$ cat config.mk
export PLATFORM = sky130hd
export DESIGN_NAME = simple_moving_average
export DESIGN_NICKNAME = d
export VERILOG_FILES = /design/src/sma_pkg.sv /design/src/sma_window.sv /design/src/sma_divider.sv /design/src/simple_moving_average.sv
export VERILOG_INCLUDE_DIRS = /design/src /design/src/src
export SDC_FILE = /design/constraint.sdc
export NUM_CORES = 1
export LEC_CHECK = 0
export BUFFER_PORTS_ARGS = -buffer_cell sky130_fd_sc_hd__buf_2
export CAP_MARGIN = 20
export CORE_ASPECT_RATIO = 1.2
export CORE_MARGIN = 1.5
export CORE_UTILIZATION = 47
export CTS_BUF_LIST = sky130_fd_sc_hd__clkbuf_4 sky130_fd_sc_hd__clkbuf_8 sky130_fd_sc_hd__clkbuf_16
export DETAILED_ROUTE_END_ITERATION = 8
export PLACE_DENSITY = 0.66
export SYNTH_ARGS = -nofsm -noshare
export SYNTH_HDL_FRONTEND = slang
export SYNTH_SLANG_ARGS = --single-unit
$ cat constraint.sdc
create_clock -name clk -period 4.77 [get_ports clk]
set_clock_uncertainty 0.05 [all_clocks]
set_input_delay 0.7155 -clock clk [delete_from_list [all_inputs] [get_ports clk]]
set_output_delay 0.7155 -clock clk [all_outputs]
set_load 0.005 [all_outputs]
$ cat src/simple_moving_average_macros.svh
// Assertion helpers shared by the block's modules.
// Each expects clk and arst_n in scope.
`ifndef SIMPLE_MOVING_AVERAGE_MACROS_SVH
`define SIMPLE_MOVING_AVERAGE_MACROS_SVH

// Same-cycle implication.
`define SMA_ASSERT_NOW(label, pre, post) \
	label: assert property (@(posedge clk) disable iff (!arst_n) (pre) |-> (post)) \
		else $error("moving average check failed");

// Next-cycle implication.
`define SMA_ASSERT_NEXT(label, pre, post) \
	label: assert property (@(posedge clk) disable iff (!arst_n) (pre) |=> (post)) \
		else $error("moving average check failed");

`endif

$ cat src/sma_pkg.sv
`timescale 1ns / 1ps
`default_nettype none

package sma_pkg;

	localparam int SAMPLE_W   = 16;
	localparam int SUM_W      = 20;
	localparam int WS_W       = 5;
	localparam int AVG_W      = 20;
	// numerator is sum*20 + n, divisor is 2n with n at most 31
	localparam int NUM_W      = 25;
	localparam int DEN_W      = 6;
	localparam int DIV_STEPS  = NUM_W;
	localparam int DIV_CNT_W  = 5;

	localparam int            WINDOW_MAX_DEF    = 16;
	localparam logic [WS_W-1:0] WINDOW_SIZE_RST = 5'd1;

	typedef enum logic [2:0] {
		ST_IDLE,
		ST_UPDATE,
		ST_LOAD,
		ST_DIVIDE,
		ST_EMIT
	} state_t;

	typedef struct packed {
		logic             start;
		logic [NUM_W-1:0] num;
		logic [DEN_W-1:0] den;
	} div_req_t;

	typedef struct packed {
		logic busy;
		logic done;
	} div_stat_t;

endpackage

`default_nettype wire

$ cat src/sma_window.sv
`timescale 1ns / 1ps
`default_nettype none

module sma_window #(
	parameter int DEPTH  = sma_pkg::WINDOW_MAX_DEF,
	parameter int ADDR_W = 4
) (
	input  wire                           clk,
	input  wire                           rd_en,
	input  wire  [ADDR_W-1:0]             rd_addr,
	output logic [sma_pkg::SAMPLE_W-1:0]  rd_data,
	input  wire                           wr_en,
	input  wire  [ADDR_W-1:0]             wr_addr,
	input  wire  [sma_pkg::SAMPLE_W-1:0]  wr_data
);

	logic [sma_pkg::SAMPLE_W-1:0] mem_q [DEPTH];

	always_ff @(posedge clk) begin
		if (wr_en) begin
			mem_q[wr_addr] <= wr_data;
		end
	end

	always_ff @(posedge clk) begin
		if (rd_en) begin
			rd_data <= mem_q[rd_addr];
		end
	end

endmodule

`default_nettype wire

$ cat src/sma_divider.sv
`timescale 1ns / 1ps
`default_nettype none

`include "simple_moving_average_macros.svh"

// Restoring divider, one quotient bit per cycle.
module sma_divider (
	input  wire                          clk,
	input  wire                          arst_n,
	input  wire sma_pkg::div_req_t       req,
	output sma_pkg::div_stat_t           stat,
	output logic [sma_pkg::NUM_W-1:0]    quotient
);

	localparam logic [sma_pkg::DIV_CNT_W-1:0] CNT_LAST =
		sma_pkg::DIV_CNT_W'(sma_pkg::DIV_STEPS - 1);

	logic                          busy_q;
	logic [sma_pkg::DIV_CNT_W-1:0] cnt_q;
	logic [sma_pkg::NUM_W-1:0]     num_q;
	logic [sma_pkg::DEN_W-1:0]     rem_q;
	logic [sma_pkg::DEN_W-1:0]     den_q;
	logic [sma_pkg::DEN_W:0]       trial;
	logic                          qbit;
	logic [sma_pkg::DEN_W:0]       diff;

	// remainder stays below the divisor, so the shifted trial fits one extra bit
	always_comb begin
		trial = {rem_q, num_q[sma_pkg::NUM_W-1]};
		qbit  = (trial >= {1'b0, den_q});
		diff  = trial - {1'b0, den_q};
	end

	always_ff @(posedge clk or negedge arst_n) begin
		if (!arst_n) begin
			busy_q <= 1'b0;
			cnt_q  <= '0;
		end else if (req.start) begin
			busy_q <= 1'b1;
			cnt_q  <= CNT_LAST;
		end else if (busy_q) begin
			cnt_q <= cnt_q - 1'b1;
			if (cnt_q == '0) begin
				busy_q <= 1'b0;
			end
		end
	end

	always_ff @(posedge clk) begin
		if (req.start) begin
			num_q <= req.num;
			den_q <= req.den;
			rem_q <= '0;
		end else if (busy_q) begin
			num_q <= {num_q[sma_pkg::NUM_W-2:0], qbit};
			rem_q <= qbit ? diff[sma_pkg::DEN_W-1:0] : trial[sma_pkg::DEN_W-1:0];
		end
	end

	assign stat.busy = busy_q;
	assign stat.done = busy_q && (cnt_q == '0);
	assign quotient  = num_q;

	`SMA_ASSERT_NEXT(a_start_runs, req.start, busy_q && cnt_q == CNT_LAST)
	`SMA_ASSERT_NOW(a_no_restart, busy_q, !req.start)

endmodule

`default_nettype wire

$ cat src/simple_moving_average.sv
`timescale 1ns / 1ps
`default_nettype none

`include "simple_moving_average_macros.svh"

// Moving average of unsigned 16-bit samples over a window of window_size samples (1..31,
// capped at WINDOW_MAX). Once a list has delivered a full window, each sample yields
// the window mean times ten, rounded half up: floor((20*sum + n) / (2n)). A sample
// flagged end_of_list clears the history after it is processed, as does a write of
// window_size; shorter lists give no output. An item that yields a result passes
// through UPDATE, LOAD, DIVIDE and EMIT, spending most of that in the 25 one-bit steps of
// the serial divider, and the next item is accepted once the block is back in IDLE. An
// item without a result goes through UPDATE only; with a window size of zero it is
// taken in IDLE. in_stall stays high until the item is finished, longer while an
// earlier result is still stalled at the output.
module simple_moving_average #(
	parameter int WINDOW_MAX = sma_pkg::WINDOW_MAX_DEF
) (
	input  wire                            clk,
	input  wire                            arst_n,
	input  wire                            cfg_wr_en,
	input  wire  [sma_pkg::WS_W-1:0]       cfg_wr_data,
	input  wire                            in_valid,
	output logic                           in_stall,
	input  wire  [sma_pkg::SAMPLE_W-1:0]   sample_value,
	input  wire                            end_of_list,
	output logic                           out_valid,
	input  wire                            out_stall,
	output logic [sma_pkg::AVG_W-1:0]      average_tenths
);

	localparam int PTR_W = (WINDOW_MAX > 1) ? $clog2(WINDOW_MAX) : 1;
	localparam int CMP_W = (PTR_W + 1 > 6) ? PTR_W + 1 : 6;

	sma_pkg::state_t state_q, state_d;

	logic [sma_pkg::WS_W-1:0]     window_size_q;
	logic [sma_pkg::SUM_W-1:0]    sum_q;
	logic [sma_pkg::WS_W-1:0]     fill_q;
	logic [PTR_W-1:0]             wp_q;
	logic [PTR_W-1:0]             slot_q;
	logic [sma_pkg::SAMPLE_W-1:0] sample_q;
	logic                         last_q;
	logic                         out_valid_q;
	logic [sma_pkg::AVG_W-1:0]    avg_q;

	logic [sma_pkg::WS_W-1:0]     n_w;
	logic [PTR_W-1:0]             slot_w;
	logic [CMP_W-1:0]             slot_inc;
	logic                         accept;
	logic                         full_w;
	logic                         emit_go;
	logic [sma_pkg::SAMPLE_W-1:0] old_sample;

	sma_pkg::div_req_t  div_req;
	sma_pkg::div_stat_t div_stat;
	logic [sma_pkg::NUM_W-1:0] quotient;

	always_comb begin
		if (32'(window_size_q) > WINDOW_MAX) begin
			n_w = sma_pkg::WS_W'(WINDOW_MAX);
		end else begin
			n_w = window_size_q;
		end
	end

	// pointer wraps when the window shrinks
	assign slot_w   = (CMP_W'(wp_q) >= CMP_W'(n_w)) ? '0 : wp_q;
	assign slot_inc = CMP_W'(slot_q) + 1'b1;
	assign accept   = in_valid && !in_stall;
	assign full_w   = (fill_q >= n_w);
	assign emit_go  = !out_valid_q || !out_stall;
	assign in_stall = (state_q != sma_pkg::ST_IDLE);

	sma_window #(
		.DEPTH  (WINDOW_MAX),
		.ADDR_W (PTR_W)
	) u_window (
		.clk     (clk),
		.rd_en   (accept),
		.rd_addr (slot_w),
		.rd_data (old_sample),
		.wr_en   (state_q == sma_pkg::ST_UPDATE),
		.wr_addr (slot_q),
		.wr_data (sample_q)
	);

	// numerator 20*sum + n, divisor 2n
	always_comb begin
		div_req.start = (state_q == sma_pkg::ST_LOAD);
		div_req.num   = (sma_pkg::NUM_W'(sum_q) << 4) + (sma_pkg::NUM_W'(sum_q) << 2)
		              + sma_pkg::NUM_W'(n_w);
		div_req.den   = {n_w, 1'b0};
	end

	sma_divider u_divider (
		.clk      (clk),
		.arst_n   (arst_n),
		.req      (div_req),
		.stat     (div_stat),
		.quotient (quotient)
	);

	always_ff @(posedge clk or negedge arst_n) begin
		if (!arst_n) begin
			state_q <= sma_pkg::ST_IDLE;
		end else begin
			state_q <= state_d;
		end
	end

	always_comb begin
		state_d = state_q;
		unique case (state_q)
			sma_pkg::ST_IDLE: begin
				if (accept && n_w != '0) begin
					state_d = sma_pkg::ST_UPDATE;
				end
			end
			sma_pkg::ST_UPDATE: begin
				// full after this sample means a result follows
				if (full_w || (fill_q + 1'b1 >= n_w)) begin
					state_d = sma_pkg::ST_LOAD;
				end else begin
					state_d = sma_pkg::ST_IDLE;
				end
			end
			sma_pkg::ST_LOAD: begin
				state_d = sma_pkg::ST_DIVIDE;
			end
			sma_pkg::ST_DIVIDE: begin
				if (div_stat.done) begin
					state_d = sma_pkg::ST_EMIT;
				end
			end
			sma_pkg::ST_EMIT: begin
				if (emit_go) begin
					state_d = sma_pkg::ST_IDLE;
				end
			end
			default: state_d = sma_pkg::ST_IDLE;
		endcase
	end

	// history and configuration
	always_ff @(posedge clk or negedge arst_n) begin
		if (!arst_n) begin
			window_size_q <= sma_pkg::WINDOW_SIZE_RST;
			sum_q         <= '0;
			fill_q        <= '0;
			wp_q          <= '0;
		end else if (cfg_wr_en) begin
			window_size_q <= cfg_wr_data;
			sum_q         <= '0;
			fill_q        <= '0;
			wp_q          <= '0;
		end else begin
			unique case (state_q)
				sma_pkg::ST_IDLE: begin
					if (accept && n_w == '0 && end_of_list) begin
						sum_q  <= '0;
						fill_q <= '0;
						wp_q   <= '0;
					end
				end
				sma_pkg::ST_UPDATE: begin
					if (last_q && !(full_w || (fill_q + 1'b1 >= n_w))) begin
						sum_q  <= '0;
						fill_q <= '0;
						wp_q   <= '0;
					end else begin
						if (full_w) begin
							sum_q <= sum_q - sma_pkg::SUM_W'(old_sample)
							       + sma_pkg::SUM_W'(sample_q);
						end else begin
							sum_q  <= sum_q + sma_pkg::SUM_W'(sample_q);
							fill_q <= fill_q + 1'b1;
						end
						wp_q <= (slot_inc >= CMP_W'(n_w)) ? '0 : PTR_W'(slot_inc);
					end
				end
				sma_pkg::ST_EMIT: begin
					if (emit_go && last_q) begin
						sum_q  <= '0;
						fill_q <= '0;
						wp_q   <= '0;
					end
				end
				sma_pkg::ST_LOAD, sma_pkg::ST_DIVIDE: begin
				end
				default: begin
				end
			endcase
		end
	end

	always_ff @(posedge clk) begin
		if (accept) begin
			sample_q <= sample_value;
			last_q   <= end_of_list;
			slot_q   <= slot_w;
		end
	end

	always_ff @(posedge clk or negedge arst_n) begin
		if (!arst_n) begin
			out_valid_q <= 1'b0;
		end else if (state_q == sma_pkg::ST_EMIT && emit_go) begin
			out_valid_q <= 1'b1;
		end else if (!out_stall) begin
			out_valid_q <= 1'b0;
		end
	end

	always_ff @(posedge clk) begin
		if (state_q == sma_pkg::ST_EMIT && emit_go) begin
			avg_q <= quotient[sma_pkg::AVG_W-1:0];
		end
	end

	assign out_valid      = out_valid_q;
	assign average_tenths = avg_q;

	`SMA_ASSERT_NOW(a_fill_bound, 1'b1, fill_q <= n_w)
	`SMA_ASSERT_NOW(a_emit_source, $rose(out_valid_q), $past(state_q) == sma_pkg::ST_EMIT)
	`SMA_ASSERT_NEXT(a_accept_update, accept && n_w != '0, state_q == sma_pkg::ST_UPDATE)
	`SMA_ASSERT_NOW(a_divide_busy, state_q == sma_pkg::ST_DIVIDE, div_stat.busy)

endmodule

`default_nettype wire

==> results of run 1 <==
final cells by class:
class | count | share of cell area [%]
flip-flops and latches | 393 | 53.5
multi-input cells | 899 | 32.3
clock buffers | 50 | 5.27
well taps | 533 | 3.09
repair buffers | 95 | 2.88
inverters | 112 | 1.95
clock inverters | 22 | 1.04
sequential cells by signal (all words and copies together), names as in the netlist:
register / flops
average_tenths: 20
u_window.mem_q: 256
u_window.rd_data: 16
u_divider.den_q: 5
u_divider.quotient: 25
state_q: 3
sum_q: 20
u_divider.cnt_q: 5
sample_q: 16
wp_q: 4
fill_q: 5
slot_q: 4
out_valid: 1
u_divider.busy_q: 1
last_q: 1
window_size_q: 5
u_divider.rem_q: 6
layer usage:
layer | global-route usage [%] | vias to the layer above | wire (µm)
li1 | - | 5555 | -
met1 | 24.9 | 5666 | 17000
met2 | 34.4 | 291 | 20200
met3 | 2.93 | 89 | 2050
met4 | 6.95 | 0 | 1220
met5 | 0 | - | 0
cell usage after synthesis (3+ instances only):
| master | n |
|---|---|
| sky130_fd_sc_hd__nand4_1 | 8 |
| sky130_fd_sc_hd__ha_1 | 108 |
| sky130_fd_sc_hd__o21ai_0 | 72 |
| sky130_fd_sc_hd__mux4_2 | 31 |
| sky130_fd_sc_hd__fa_1 | 20 |
| sky130_fd_sc_hd__buf_4 | 3 |
| sky130_fd_sc_hd__a21oi_2 | 3 |
| sky130_fd_sc_hd__and3_1 | 9 |
| sky130_fd_sc_hd__nand2_1 | 117 |
| sky130_fd_sc_hd__inv_1 | 110 |
| sky130_fd_sc_hd__a22o_1 | 3 |
| sky130_fd_sc_hd__a21o_1 | 27 |
| sky130_fd_sc_hd__edfxtp_1 | 343 |
| sky130_fd_sc_hd__buf_2 | 9 |
| sky130_fd_sc_hd__o221ai_1 | 3 |
| sky130_fd_sc_hd__nand2b_1 | 19 |
| sky130_fd_sc_hd__nor4_1 | 8 |
| sky130_fd_sc_hd__buf_1 | 4 |
| sky130_fd_sc_hd__o21ai_1 | 6 |
| sky130_fd_sc_hd__clkbuf_1 | 33 |
| sky130_fd_sc_hd__mux2_2 | 20 |
| sky130_fd_sc_hd__a22oi_1 | 19 |
| sky130_fd_sc_hd__o22ai_1 | 11 |
| sky130_fd_sc_hd__mux2i_1 | 40 |
| sky130_fd_sc_hd__a211oi_1 | 9 |
| sky130_fd_sc_hd__nor2b_1 | 10 |
| sky130_fd_sc_hd__a31oi_1 | 9 |
| sky130_fd_sc_hd__o21a_1 | 5 |
| sky130_fd_sc_hd__nor3_1 | 16 |
| sky130_fd_sc_hd__o21bai_1 | 9 |
| sky130_fd_sc_hd__xor2_1 | 15 |
| sky130_fd_sc_hd__dfxtp_1 | 6 |
| sky130_fd_sc_hd__a21oi_1 | 70 |
| sky130_fd_sc_hd__xnor2_1 | 37 |
| sky130_fd_sc_hd__dfrtp_1 | 43 |
| sky130_fd_sc_hd__nand3_1 | 77 |
| sky130_fd_sc_hd__nor2_1 | 71 |
| sky130_fd_sc_hd__a21o_2 | 5 |
cells by family (layout without fill, tap and decap cells):
family,Yosys count,count (layout),synth area share (%)
DFF,393,393,60.3
and+or+nand+nor,350,350,8.46
AOI/OAI and AO/OA,278,278,9.30
buffers and inverters,163,279,3.40
adders and majority gates,128,128,9.17
muxes,91,91,6.93
xor gates and xnor gates,52,52,2.39
stage by stage:
stage / worst slack [ns] / power, µW / hold slack, ns / util, % / area (µm²)
2_1_floorplan: 1.24 / 6030 / 0.370 / - / 19100
5_1_grt: 0.717 / 10300 / 0.246 / 54.0 / 21600
4_1_cts: 0.962 / 9830 / 0.216 / 53.9 / 21500
3_3_place_gp: 1.06 / 6560 / 0.384 / 50.4 / 20100
3_5_place_dp: 0.961 / 6600 / 0.386 / 50.4 / 20100
6_report: 0.981 / 9760 / 0.206 / 54.0 / 21600
worst min-delay path by stage:
stage	from	to	slack, ns	cells after the start
after floorplan	arst_n	fill_q[0]	0.37	0
after global placement	u_divider.quotient[3]	average_tenths[3]	0.38	0
after detailed placement	u_divider.quotient[4]	average_tenths[4]	0.39	0
after CTS	arst_n	wp_q[1]	0.22	2
after global routing	arst_n	wp_q[3]	0.25	2
final	arst_n	wp_q[1]	0.21	2
power groups by stage:
stage / logic, µW / clock network, µW / registers, µW
after floorplan: 1730 / 0 / 4300
after global placement: 2170 / 0 / 4390
after detailed placement: 2200 / 0 / 4400
after CTS: 2220 / 3280 / 4330
after global routing: 2530 / 3410 / 4360
final: 2220 / 3210 / 4330
worst max-delay path, cell delays in order, from the launching register on:
cell and delay [ns]:
sky130_fd_sc_hd__dfrtp_1 0.57, sky130_fd_sc_hd__inv_1 0.15, sky130_fd_sc_hd__nand2_1 0.20, sky130_fd_sc_hd__inv_1 0.10, sky130_fd_sc_hd__ha_1 0.19, sky130_fd_sc_hd__ha_1 0.21, sky130_fd_sc_hd__fa_1 0.40, sky130_fd_sc_hd__a21oi_1 0.16
sky130_fd_sc_hd__o21bai_1 0.12, sky130_fd_sc_hd__a31o_2 0.31, sky130_fd_sc_hd__a221o_2 0.39, sky130_fd_sc_hd__a21boi_4 0.17, sky130_fd_sc_hd__o21ai_2 0.09, sky130_fd_sc_hd__a21oi_2 0.15, sky130_fd_sc_hd__mux2i_1 0.18, sky130_fd_sc_hd__nand3_1 0.08
==> flow_results.xml, run 1 <==
<?xml version="1.0" encoding="UTF-8"?>
<metrics>
  <group name="routing">
    <metric name="routed_via_density" unit="">5.51</metric>
    <metric name="detail_route.first_pass.iterations" unit="">5</metric>
    <metric name="route.final.wire_length" unit="mm">40.4</metric>
    <metric name="post_detailed_route_wirelength_per_cell" unit="µm">19.2</metric>
    <metric name="antenna_violating_nets_left" unit="">0</metric>
    <metric name="drtIter0Drc" unit="">640</metric>
    <metric name="via_count" unit="">11601</metric>
    <metric name="detail_route.drc_violations" unit="">0</metric>
  </group>
  <group name="worst_setup_path">
    <metric name="critical_path_peak_fanout" unit="">10</metric>
    <metric name="end_kind" unit="">flip-flop</metric>
    <metric name="cp-start-kind" unit="">flip-flop</metric>
    <metric name="critical_path.endpoint" unit="">u_divider.quotient[23]</metric>
    <metric name="timing.rr.start" unit="">window_size_q[4]</metric>
    <metric name="setup.reg_to_reg.worst_slack" unit="ns">0.98</metric>
    <metric name="crit-reg2reg-capture" unit="">u_divider.quotient[23]</metric>
    <metric name="critPathRequiredTime" unit="ns">5.01</metric>
    <metric name="worst_r2r_path_cells" unit="">15</metric>
    <metric name="worstPathArrival" unit="ns">4.03</metric>
    <metric name="crit_path_start" unit="">window_size_q[4]</metric>
    <metric name="criticalPathCategory" unit="">flip-flop to flip-flop</metric>
  </group>
  <group name="clocking">
    <metric name="clk_transition_reported_paths" unit="ns">0.07</metric>
    <metric name="root_buffer" unit="">sky130_fd_sc_hd__clkbuf_16</metric>
    <metric name="cts_htree_levels" unit="">2</metric>
    <metric name="clock_insertion_delay_worst_skew" unit="ns">0.55</metric>
    <metric name="post_cts_buffers" unit="">0</metric>
    <metric name="cts_tree" unit="">built</metric>
    <metric name="post_cts_hold_buffer_count" unit="">0</metric>
    <metric name="cts.sink_count" unit="">393</metric>
    <metric name="cts-resized-gates" unit="">0</metric>
    <metric name="clock_tree.buffer_depth" unit="">3</metric>
    <metric name="cts-buffers-inserted" unit="">41</metric>
  </group>
  <group name="yosys">
    <metric name="yosys_warning_count" unit="">0</metric>
    <metric name="mappedNetlistNets" unit="">1610</metric>
    <metric name="asyncSetResetFlopFracSynth" unit="%">11.2</metric>
    <metric name="seq_area_frac_synth" unit="%">60.3</metric>
    <metric name="post_synth_inst_count" unit="">1455</metric>
    <metric name="number_of_flops_mapped_to_enable_cells_by_yosys" unit="">343</metric>
    <metric name="synth_cell_type_count" unit="">72</metric>
    <metric name="dominantRegCellSynth" unit="">sky130_fd_sc_hd__edfxtp_1</metric>
    <metric name="synth_area_leader_cell" unit="">sky130_fd_sc_hd__edfxtp_1</metric>
    <metric name="netlist_top_cells_area" unit="">sky130_fd_sc_hd__edfxtp_1, sky130_fd_sc_hd__ha_1, sky130_fd_sc_hd__dfrtp_1, sky130_fd_sc_hd__mux4_2, sky130_fd_sc_hd__nand2_1</metric>
    <metric name="post_synth.cell_area_avg" unit="µm²">13.1</metric>
    <metric name="mappedNetlistArea" unit="µm²">19100</metric>
    <metric name="synth.ff_latch_count" unit="">393</metric>
    <metric name="yosys.area.top_type_share" unit="%">53.9</metric>
  </group>
  <group name="floorplanning">
    <metric name="fp-row-count" unit="">80</metric>
    <metric name="die_h" unit="µm">224</metric>
    <metric name="design.die.area" unit="µm²">41900</metric>
    <metric name="start_util" unit="%">47.8</metric>
    <metric name="core-area" unit="µm²">39900</metric>
    <metric name="chipWidth" unit="µm">187</metric>
    <metric name="num_io_pins" unit="">49</metric>
  </group>
  <group name="grt">
    <metric name="groute.usage.overall" unit="%">19.6</metric>
    <metric name="total_gr_overflow" unit="">0</metric>
    <metric name="grt_antenna_before_repair" unit="">0</metric>
    <metric name="largest_net_degree_at_the_start_of_global_routing" unit="">54</metric>
    <metric name="via_count_of_the_first_global_routing_pass" unit="">11718</metric>
    <metric name="first_pass_grt_wire_length" unit="mm">64.0</metric>
  </group>
  <group name="power">
    <metric name="intPower" unit="µW">6880</metric>
    <metric name="power.density_cell_area" unit="nW/µm²">453</metric>
    <metric name="power.switching_fraction" unit="%">29.5</metric>
    <metric name="netSwitchingPower" unit="µW">2880</metric>
    <metric name="clock_network_fraction_of_design_power" unit="%">32.9</metric>
    <metric name="seq_power_share" unit="%">44.3</metric>
    <metric name="total_leakage_power" unit="µW">0.00843</metric>
    <metric name="combinationalPowerShare" unit="%">22.7</metric>
    <metric name="peakVddDrop" unit="µV">421</metric>
  </group>
  <group name="final_layout">
    <metric name="layout-area-overhead-vs-synth" unit="%">12.9</metric>
    <metric name="ff_latch_area" unit="µm²">11500</metric>
    <metric name="mostFrequentLayoutCell" unit="">sky130_fd_sc_hd__edfxtp_1</metric>
    <metric name="multi_input_area" unit="µm²">6960</metric>
    <metric name="layoutNonFillerInstCount" unit="">2104</metric>
    <metric name="antennaDiodeCount" unit="">0</metric>
    <metric name="drive_above_1_share" unit="%">15.5</metric>
    <metric name="final_nets" unit="">1697</metric>
    <metric name="fill_cells" unit="">3373</metric>
    <metric name="mostFrequentLayoutCells" unit="">sky130_fd_sc_hd__edfxtp_1, sky130_fd_sc_hd__nand2_1, sky130_fd_sc_hd__inv_1, sky130_fd_sc_hd__ha_1, sky130_fd_sc_hd__nand3_1</metric>
  </group>
  <group name="sta">
    <metric name="period_needed" unit="ns">3.79</metric>
    <metric name="setup-violations-final" unit="">0</metric>
    <metric name="grt_setup_unrepaired" unit="">no</metric>
    <metric name="timing.final.crit_share" unit="%">79.4</metric>
    <metric name="tightest_slew" unit="ns">0.989</metric>
    <metric name="clock.fmax" unit="MHz">264</metric>
    <metric name="hold_violations" unit="">0</metric>
    <metric name="maxSlewViolCount" unit="">0</metric>
    <metric name="finalSetupTns" unit="ns">0</metric>
    <metric name="timing.slew.headroom" unit="%">33.9</metric>
  </group>
  <group name="place">
    <metric name="dpl.hpwl" unit="mm">27.6</metric>
    <metric name="placement.io_buffers" unit="">48</metric>
    <metric name="place.detailed.instances" unit="">2029</metric>
    <metric name="gpl.final_weighted_congestion" unit="">0.878</metric>
  </group>
  <group name="run_status">
    <metric name="status" unit="">finished, final reports clean</metric>
  </group>
  <group name="flow_run">
    <metric name="maxCapViolCount" unit="">0</metric>
  </group>
  <group name="min_path">
    <metric name="hold_path_class" unit="">input port to async pin</metric>
  </group>
</metrics>
Note: power is estimated with default switching activity, not from simulation.
==> run 2, diff against run 1 <==
- ABC_AREA: unset -> 1
- clock period: 4.77 -> 3.75 ns (I/O delays scaled with it)
==> run 2 against run 1 <==
Against the previous run: highest routed layer unchanged; total power is 77% higher; largest power group is now combinational logic; non-clock buffer count up 13; first-iteration DRC count rose by 120%; flip-flop and latch count did not move; worst setup slack worse by 0.59 ns; sequential power grew 40%; combinational power grew to 3.1 times the previous value; die area is 14% higher.
==> flow_results.xml, run 2 <==
<?xml version="1.0" encoding="UTF-8"?>
<metrics>
  <group name="clocking">
    <metric name="clock_insertion_delay_worst_skew" unit="ns">0.57</metric>
    <metric name="cts-buffers-inserted" unit="">43</metric>
    <metric name="cts.sink_count" unit="">393</metric>
    <metric name="clk_transition_reported_paths" unit="ns">0.06</metric>
    <metric name="cts_tree" unit="">built</metric>
    <metric name="cts_htree_levels" unit="">2</metric>
    <metric name="root_buffer" unit="">sky130_fd_sc_hd__clkbuf_16</metric>
    <metric name="clock_tree.buffer_depth" unit="">3</metric>
  </group>
  <group name="sta">
    <metric name="fin_worst_hold_slack" unit="ns">0.116</metric>
    <metric name="hold_violations" unit="">0</metric>
    <metric name="grt_setup_unrepaired" unit="">no</metric>
    <metric name="finalSetupTns" unit="ns">0</metric>
    <metric name="maxSlewViolCount" unit="">0</metric>
    <metric name="setup-violations-final" unit="">0</metric>
    <metric name="postLayoutSetupSlackWorst" unit="ns">0.389</metric>
    <metric name="timing.slew.headroom" unit="%">33.0</metric>
    <metric name="tightest_slew" unit="ns">1.00</metric>
    <metric name="clock.fmax" unit="MHz">298</metric>
    <metric name="period_needed" unit="ns">3.36</metric>
    <metric name="timing.final.crit_share" unit="%">89.6</metric>
  </group>
  <group name="worst_setup_path">
    <metric name="critical_path_peak_fanout" unit="">33</metric>
    <metric name="worstPathArrival" unit="ns">3.64</metric>
    <metric name="setup.reg_to_reg.worst_slack" unit="ns">0.39</metric>
    <metric name="critPathRequiredTime" unit="ns">4.03</metric>
    <metric name="criticalPathCategory" unit="">flip-flop to flip-flop</metric>
    <metric name="end_kind" unit="">flip-flop</metric>
    <metric name="cp-start-kind" unit="">flip-flop</metric>
  </group>
  <group name="routing">
    <metric name="antenna_violating_nets_left" unit="">0</metric>
    <metric name="routed_via_density" unit="">5.28</metric>
    <metric name="post_detailed_route_wirelength_per_cell" unit="µm">17.4</metric>
    <metric name="detail_route.first_pass.iterations" unit="">5</metric>
    <metric name="drtIter0Drc" unit="">1377</metric>
    <metric name="via_count" unit="">16717</metric>
    <metric name="route.final.wire_length" unit="mm">55.2</metric>
    <metric name="detail_route.drc_violations" unit="">0</metric>
  </group>
  <group name="flow_run">
    <metric name="maxCapViolCount" unit="">0</metric>
  </group>
  <group name="final_layout">
    <metric name="fill_cells" unit="">4177</metric>
    <metric name="final_nets" unit="">2671</metric>
    <metric name="largest_register_ffs" unit="">256</metric>
    <metric name="mostFrequentLayoutCells" unit="">sky130_fd_sc_hd__nand2_1, sky130_fd_sc_hd__inv_1, sky130_fd_sc_hd__edfxtp_1, sky130_fd_sc_hd__nand3_1, sky130_fd_sc_hd__nor2_1</metric>
    <metric name="registers.top_by_ff_count" unit="">u_window.mem_q</metric>
    <metric name="drive_above_1_share" unit="%">9.42</metric>
    <metric name="antennaDiodeCount" unit="">0</metric>
    <metric name="mostFrequentLayoutCell" unit="">sky130_fd_sc_hd__nand2_1</metric>
    <metric name="utilization" unit="%">53.3</metric>
    <metric name="layout-area-overhead-vs-synth" unit="%">11.7</metric>
  </group>
  <group name="floorplanning">
    <metric name="start_util" unit="%">47.7</metric>
    <metric name="fp-row-count" unit="">86</metric>
    <metric name="num_io_pins" unit="">49</metric>
    <metric name="core-area" unit="µm²">45900</metric>
    <metric name="design.die.area" unit="µm²">47900</metric>
    <metric name="chipWidth" unit="µm">200</metric>
    <metric name="die_h" unit="µm">239</metric>
  </group>
  <group name="grt">
    <metric name="groute.usage.overall" unit="%">23.9</metric>
    <metric name="first_pass_grt_wire_length" unit="mm">87.9</metric>
    <metric name="via_count_of_the_first_global_routing_pass" unit="">16585</metric>
    <metric name="total_gr_overflow" unit="">0</metric>
    <metric name="grt_antenna_before_repair" unit="">0</metric>
    <metric name="largest_net_degree_at_the_start_of_global_routing" unit="">179</metric>
  </group>
  <group name="yosys">
    <metric name="netlist_top_cells_area" unit="">sky130_fd_sc_hd__edfxtp_1, sky130_fd_sc_hd__nand2_1, sky130_fd_sc_hd__inv_1, sky130_fd_sc_hd__nand3_1, sky130_fd_sc_hd__ha_1</metric>
    <metric name="mappedNetlistArea" unit="µm²">21900</metric>
    <metric name="synth_cell_type_count" unit="">46</metric>
    <metric name="yosys_warning_count" unit="">0</metric>
    <metric name="yosys.area.top_type_share" unit="%">47.0</metric>
    <metric name="synth_top_cells_by_count" unit="">sky130_fd_sc_hd__nand2_1, sky130_fd_sc_hd__inv_1, sky130_fd_sc_hd__edfxtp_1</metric>
    <metric name="synth.most_common_cell" unit="">sky130_fd_sc_hd__nand2_1</metric>
    <metric name="asyncSetResetFlopFracSynth" unit="%">11.2</metric>
    <metric name="synth.ff_latch_count" unit="">393</metric>
    <metric name="mappedNetlistNets" unit="">2607</metric>
    <metric name="post_synth_inst_count" unit="">2452</metric>
    <metric name="seq_area_frac_synth" unit="%">52.6</metric>
    <metric name="post_synth.cell_area_avg" unit="µm²">8.93</metric>
    <metric name="number_of_flops_mapped_to_enable_cells_by_yosys" unit="">343</metric>
    <metric name="synth_area_leader_cell" unit="">sky130_fd_sc_hd__edfxtp_1</metric>
    <metric name="dominantRegCellSynth" unit="">sky130_fd_sc_hd__edfxtp_1</metric>
  </group>
  <group name="min_path">
    <metric name="hold_path_class" unit="">input port to flip-flop</metric>
  </group>
  <group name="power">
    <metric name="netSwitchingPower" unit="µW">6780</metric>
    <metric name="power.switching_fraction" unit="%">39.3</metric>
    <metric name="intPower" unit="µW">10500</metric>
    <metric name="peakVddDrop" unit="µV">536</metric>
    <metric name="seq_power_share" unit="%">35.1</metric>
    <metric name="total_leakage_power" unit="µW">0.0113</metric>
    <metric name="power.density_cell_area" unit="nW/µm²">704</metric>
    <metric name="clock_network_fraction_of_design_power" unit="%">25.0</metric>
    <metric name="combinationalPowerShare" unit="%">39.9</metric>
  </group>
  <group name="place">
    <metric name="gpl.final_weighted_congestion" unit="">0.904</metric>
    <metric name="dpl.hpwl" unit="mm">36.7</metric>
    <metric name="placement.io_buffers" unit="">48</metric>
    <metric name="detailedPlace.worstSlack" unit="ns">0.405</metric>
  </group>
  <group name="run_status">
    <metric name="status" unit="">finished, final reports clean</metric>
  </group>
</metrics>
-- run 2: cell count changes in the layout (fill, tap and decap cells not counted), moves of 26 or more --
cell,delta
sky130_fd_sc_hd__a21o_1,-26
sky130_fd_sc_hd__inv_1,+320
sky130_fd_sc_hd__mux2i_1,-40
sky130_fd_sc_hd__mux4_2,-31
sky130_fd_sc_hd__nand2_1,+439
sky130_fd_sc_hd__nand3_1,+206
sky130_fd_sc_hd__nand4_1,+125
sky130_fd_sc_hd__nor2_1,+102
sky130_fd_sc_hd__or2_2,+38
-- run 2: kinds of logic (layout without fill, tap and decap cells) --
group | after synthesis | count (layout) | synth area share, %
AOI/OAI and AO/OA | 157 | 157 | 3.76
adders and majority gates | 128 | 128 | 8.00
DFF | 393 | 393 | 52.6
and+or+nand+nor | 1226 | 1226 | 25.3
xor gates and xnor gates | 22 | 22 | 0.880
buffers and inverters | 526 | 623 | 9.48
-- run 2: cell type report --
class | count | area [µm²] | share of cell area (%)
clock buffer | 53 | 1170 | 4.78
clock inverter | 25 | 273 | 1.11
inverter | 437 | 1640 | 6.71
multi-input combinational | 1533 | 8340 | 34.1
sequential | 393 | 11500 | 47.1
tap | 616 | 771 | 3.15
timing repair buffer | 108 | 756 | 3.09
-- run 2: critical path: stages, from the launching register on --
cell and delay [ns]:
sky130_fd_sc_hd__dfstp_2 0.53, sky130_fd_sc_hd__inv_1 0.05, sky130_fd_sc_hd__nand4_1 0.11, sky130_fd_sc_hd__nand2_1 0.10, sky130_fd_sc_hd__nand2_1 0.21, sky130_fd_sc_hd__ha_1 0.33, sky130_fd_sc_hd__nand2_1 0.09, sky130_fd_sc_hd__nand2_1 0.05
sky130_fd_sc_hd__nand2_1 0.07, sky130_fd_sc_hd__nand2_2 0.08, sky130_fd_sc_hd__nor2_8 0.15, sky130_fd_sc_hd__nand3_2 0.36, sky130_fd_sc_hd__inv_1 0.15, sky130_fd_sc_hd__buf_4 0.42, sky130_fd_sc_hd__nand3_1 0.16, sky130_fd_sc_hd__nand3_1 0.12
sky130_fd_sc_hd__nand2_1 0.06
-- run 2: worst paths after layout --
check | endpoint | start | cells after the start
max | u_window.rd_data[10] | window_size_q[0] | 16
min | sample_q[10] | sample_value[10] | 1
max reg2reg | u_window.rd_data[10] | window_size_q[0] | 16
min reg2reg | average_tenths[14] | u_divider.quotient[14] | 0
max in group asynchronous | window_size_q[0] | arst_n | 3
min in group asynchronous | u_divider.cnt_q[1] | arst_n | 2
-- run 2: power by group through the flow --
stage	Clock (µW)	Sequential (µW)	Combinational, µW
after global placement	0	6120	6740
after floorplan	0	6060	5010
after detailed placement	0	6140	6840
after CTS	4390	6050	6880
after global routing	4560	6120	7890
final	4300	6050	6880
-- run 2: routing by layer --
metal | wire (µm) | vias up | share of wire [%] | track usage [%]
met3 | 3880 | 100 | 7.0 | 4.44
met5 | 0 | - | 0 | 0
met2 | 26500 | 507 | 48 | 40.6
met1 | 23200 | 7862 | 42 | 30.7
li1 | - | 8248 | - | -
met4 | 1580 | 0 | 2.9 | 7.75
-- run 2: stage by stage --
step                      area [µm²]  total power [µW]  instances
after CTS                      24400             17300       3163
after global placement         23000             12900       3085
after floorplan                21900             11100       2452
after detailed placement       23000             13000       3085
after global routing           24500             18600       3165
final                          24500             17200       3165
-- run 2: what timing repair did --
item	CTS	global route
hold buffers	0	1
resized for setup	0	0
setup buffers	0	0
endpoints found under the setup margin	0	0
hold endpoints to repair	0	8
==> run 3, diff against run 2 <==
- CORE_ASPECT_RATIO: 1.2 -> unset
- CORE_UTILIZATION: 47 -> 30
- PLACE_DENSITY: 0.66 -> 0.47
==> run 3 against run 2 <==
Against the previous run: count of clock-buffer cells in the layout did not move; worst hold slack got worse by 0.043 ns; total power rose by 4.8%; flip-flop and latch count did not move; combinational power rose by 2%; sequential power rose by 0.7%; largest power group unchanged; routed wire length rose by 13%; non-clock buffer count fell by 2; first-iteration DRC count fell by 12%.
==> flow_results.xml, run 3 (synthesized netlist as in run 2, its figures left out) <==
<?xml version="1.0" encoding="UTF-8"?>
<metrics>
  <group name="worst_setup_path">
    <metric name="critical_path.max_stage_delay" unit="ns">0.67</metric>
    <metric name="worst_path_cell_chain" unit="">inv_1, nand4_1, nand2_1, nand2_1, ha_1, nand2_1, nand2_1, nand2_1, nand2_2, nor2_8, nand3_4, inv_2, nand3_1, nand3_1, nand3_1, nand2_1</metric>
    <metric name="cp-start-kind" unit="">flip-flop</metric>
    <metric name="crit_family" unit="">simple AND/OR/NAND/NOR gates</metric>
    <metric name="critical_path_peak_fanout" unit="">33</metric>
    <metric name="setup.reg_to_reg.worst_slack" unit="ns">0.33</metric>
    <metric name="end_kind" unit="">flip-flop</metric>
    <metric name="cp_most_frequent_cell" unit="">sky130_fd_sc_hd__nand2_1</metric>
    <metric name="master_of_the_slowest_instance_on_the_critical_path" unit="">sky130_fd_sc_hd__inv_2</metric>
    <metric name="criticalPathCategory" unit="">flip-flop to flip-flop</metric>
    <metric name="worstPathArrival" unit="ns">3.85</metric>
    <metric name="critPathRequiredTime" unit="ns">4.18</metric>
    <metric name="cp_num_buf_inv" unit="">2</metric>
  </group>
  <group name="clocking">
    <metric name="clk_transition_reported_paths" unit="ns">0.06</metric>
    <metric name="cts_htree_levels" unit="">2</metric>
    <metric name="cts_tree" unit="">built</metric>
    <metric name="cts-buffers-inserted" unit="">46</metric>
    <metric name="root_buffer" unit="">sky130_fd_sc_hd__clkbuf_16</metric>
    <metric name="clock_tree.buffer_depth" unit="">3</metric>
    <metric name="cts-resized-gates" unit="">0</metric>
    <metric name="clock_insertion_delay_worst_skew" unit="ns">0.61</metric>
    <metric name="cts.sink_count" unit="">393</metric>
  </group>
  <group name="routing">
    <metric name="antenna_violating_nets_left" unit="">0</metric>
    <metric name="detail_route.first_pass.iterations" unit="">5</metric>
    <metric name="via_count" unit="">16703</metric>
    <metric name="post_detailed_route_wirelength_per_cell" unit="µm">17.9</metric>
    <metric name="routed_via_density" unit="">4.77</metric>
    <metric name="route.final.wire_length" unit="mm">62.6</metric>
    <metric name="drtIter0Drc" unit="">1211</metric>
    <metric name="detail_route.drc_violations" unit="">0</metric>
  </group>
  <group name="final_layout">
    <metric name="final_design_area_no_fill" unit="µm²">25100</metric>
    <metric name="mostFrequentLayoutCells" unit="">sky130_fd_sc_hd__nand2_1, sky130_fd_sc_hd__inv_1, sky130_fd_sc_hd__edfxtp_1, sky130_fd_sc_hd__nand3_1, sky130_fd_sc_hd__nor2_1</metric>
    <metric name="utilization" unit="%">34.9</metric>
    <metric name="registers.top_by_ff_count" unit="">u_window.mem_q</metric>
    <metric name="layoutNonFillerInstCount" unit="">3505</metric>
    <metric name="antennaDiodeCount" unit="">0</metric>
    <metric name="final_nets" unit="">2672</metric>
    <metric name="layout-area-overhead-vs-synth" unit="%">14.6</metric>
    <metric name="drive_above_1_share" unit="%">9.82</metric>
    <metric name="mostFrequentLayoutCell" unit="">sky130_fd_sc_hd__nand2_1</metric>
    <metric name="largest_register_ffs" unit="">256</metric>
  </group>
  <group name="grt">
    <metric name="grt_antenna_before_repair" unit="">0</metric>
    <metric name="largest_net_degree_at_the_start_of_global_routing" unit="">179</metric>
    <metric name="first_pass_grt_wire_length" unit="mm">98.0</metric>
    <metric name="total_gr_overflow" unit="">0</metric>
    <metric name="groute.usage.overall" unit="%">17.0</metric>
    <metric name="via_count_of_the_first_global_routing_pass" unit="">16478</metric>
  </group>
  <group name="place">
    <metric name="gpl.final_weighted_congestion" unit="">0.885</metric>
    <metric name="place.detailed.instances" unit="">3418</metric>
    <metric name="dpl.hpwl" unit="mm">41.7</metric>
    <metric name="standard_cell_area_after_detailed_placement" unit="µm²">23400</metric>
    <metric name="placement.io_buffers" unit="">48</metric>
  </group>
  <group name="power">
    <metric name="power.density_cell_area" unit="nW/µm²">719</metric>
    <metric name="total_leakage_power" unit="µW">0.0114</metric>
    <metric name="peakVddDrop" unit="µV">578</metric>
  </group>
  <group name="floorplanning">
    <metric name="chipWidth" unit="µm">273</metric>
    <metric name="fp-row-count" unit="">98</metric>
    <metric name="design.die.area" unit="µm²">74600</metric>
    <metric name="num_io_pins" unit="">49</metric>
    <metric name="die_h" unit="µm">273</metric>
    <metric name="start_util" unit="%">30.5</metric>
    <metric name="core-area" unit="µm²">71900</metric>
  </group>
  <group name="sta">
    <metric name="timing.final.crit_share" unit="%">91.3</metric>
    <metric name="maxSlewViolCount" unit="">0</metric>
    <metric name="hold_violations" unit="">0</metric>
    <metric name="setup-violations-final" unit="">0</metric>
    <metric name="timing.slew.headroom" unit="%">30.8</metric>
    <metric name="grt_setup_unrepaired" unit="">no</metric>
    <metric name="tightest_slew" unit="ns">1.04</metric>
    <metric name="period_needed" unit="ns">3.42</metric>
    <metric name="finalSetupTns" unit="ns">0</metric>
    <metric name="clock.fmax" unit="MHz">292</metric>
    <metric name="fin_worst_hold_slack" unit="ns">0.0733</metric>
  </group>
  <group name="flow_run">
    <metric name="maxCapViolCount" unit="">0</metric>
  </group>
  <group name="min_path">
    <metric name="hold_path_class" unit="">input port to flip-flop</metric>
  </group>
  <group name="run_status">
    <metric name="status" unit="">finished, final reports clean</metric>
  </group>
</metrics>
## run 3: cell count changes in the layout (fill, tap and decap cells not counted), sizes merged
cell,change
clkinv,+6
bufinv,+4
inv,-3
buf,-2
clkinvlp,+1
## run 3: area by class of cell
| class | instances | area (µm²) |
|---|---|---|
| fill | 7488 | 46700 |
| sequential | 393 | 11500 |
| multi-input combinational | 1533 | 8350 |
| inverter | 437 | 1640 |
| clock buffer | 53 | 1200 |
| tap | 950 | 1190 |
| timing repair buffer | 106 | 741 |
| clock inverter | 33 | 463 |
## run 3: layer usage
layer | wire (µm) | global-route usage [%]
met1 | 30600 | 24.3
met2 | 27200 | 26.4
met3 | 3310 | 2.83
met4 | 1510 | 4.59
met5 | 0 | 0
## run 3: repair_timing
| action | 4_1_cts | 5_1_grt |
|---|---|---|
| setup buffers | 0 | 0 |
| endpoints found under the setup margin | 0 | 0 |
| hold buffers | 1 | 0 |
| hold endpoints to repair | 26 | 0 |
## run 3: power by group
part | internal (µW) | total (µW) | switching, µW | leakage (µW)
sequential | 5650 | 6090 | 447 | 0.00379
clock | 2950 | 4920 | 1970 | 0.000805
combinational | 2260 | 7040 | 4790 | 0.00678
total | 10900 | 18100 | 7200 | 0.0114
## run 3: stage by stage
step	power, µW	setup WS [ns]
3_3_place_gp	13200	0.330
2_1_floorplan	11100	0.936
5_1_grt	19500	0.0268
6_report	18100	0.327
3_5_place_dp	13200	0.277
4_1_cts	18300	0.251
## run 3: worst paths after layout
path / end / cells after the start / from
worst max register to register: u_window.rd_data[0] / 16 / window_size_q[0]
worst min-delay path: sample_q[6] / 1 / sample_value[6]
worst min register to register: average_tenths[9] / 0 / u_divider.quotient[9]
worst max-delay path: u_window.rd_data[0] / 16 / window_size_q[0]
max in group asynchronous: sum_q[17] / 3 / arst_n
min in group asynchronous: u_divider.cnt_q[0] / 2 / arst_n
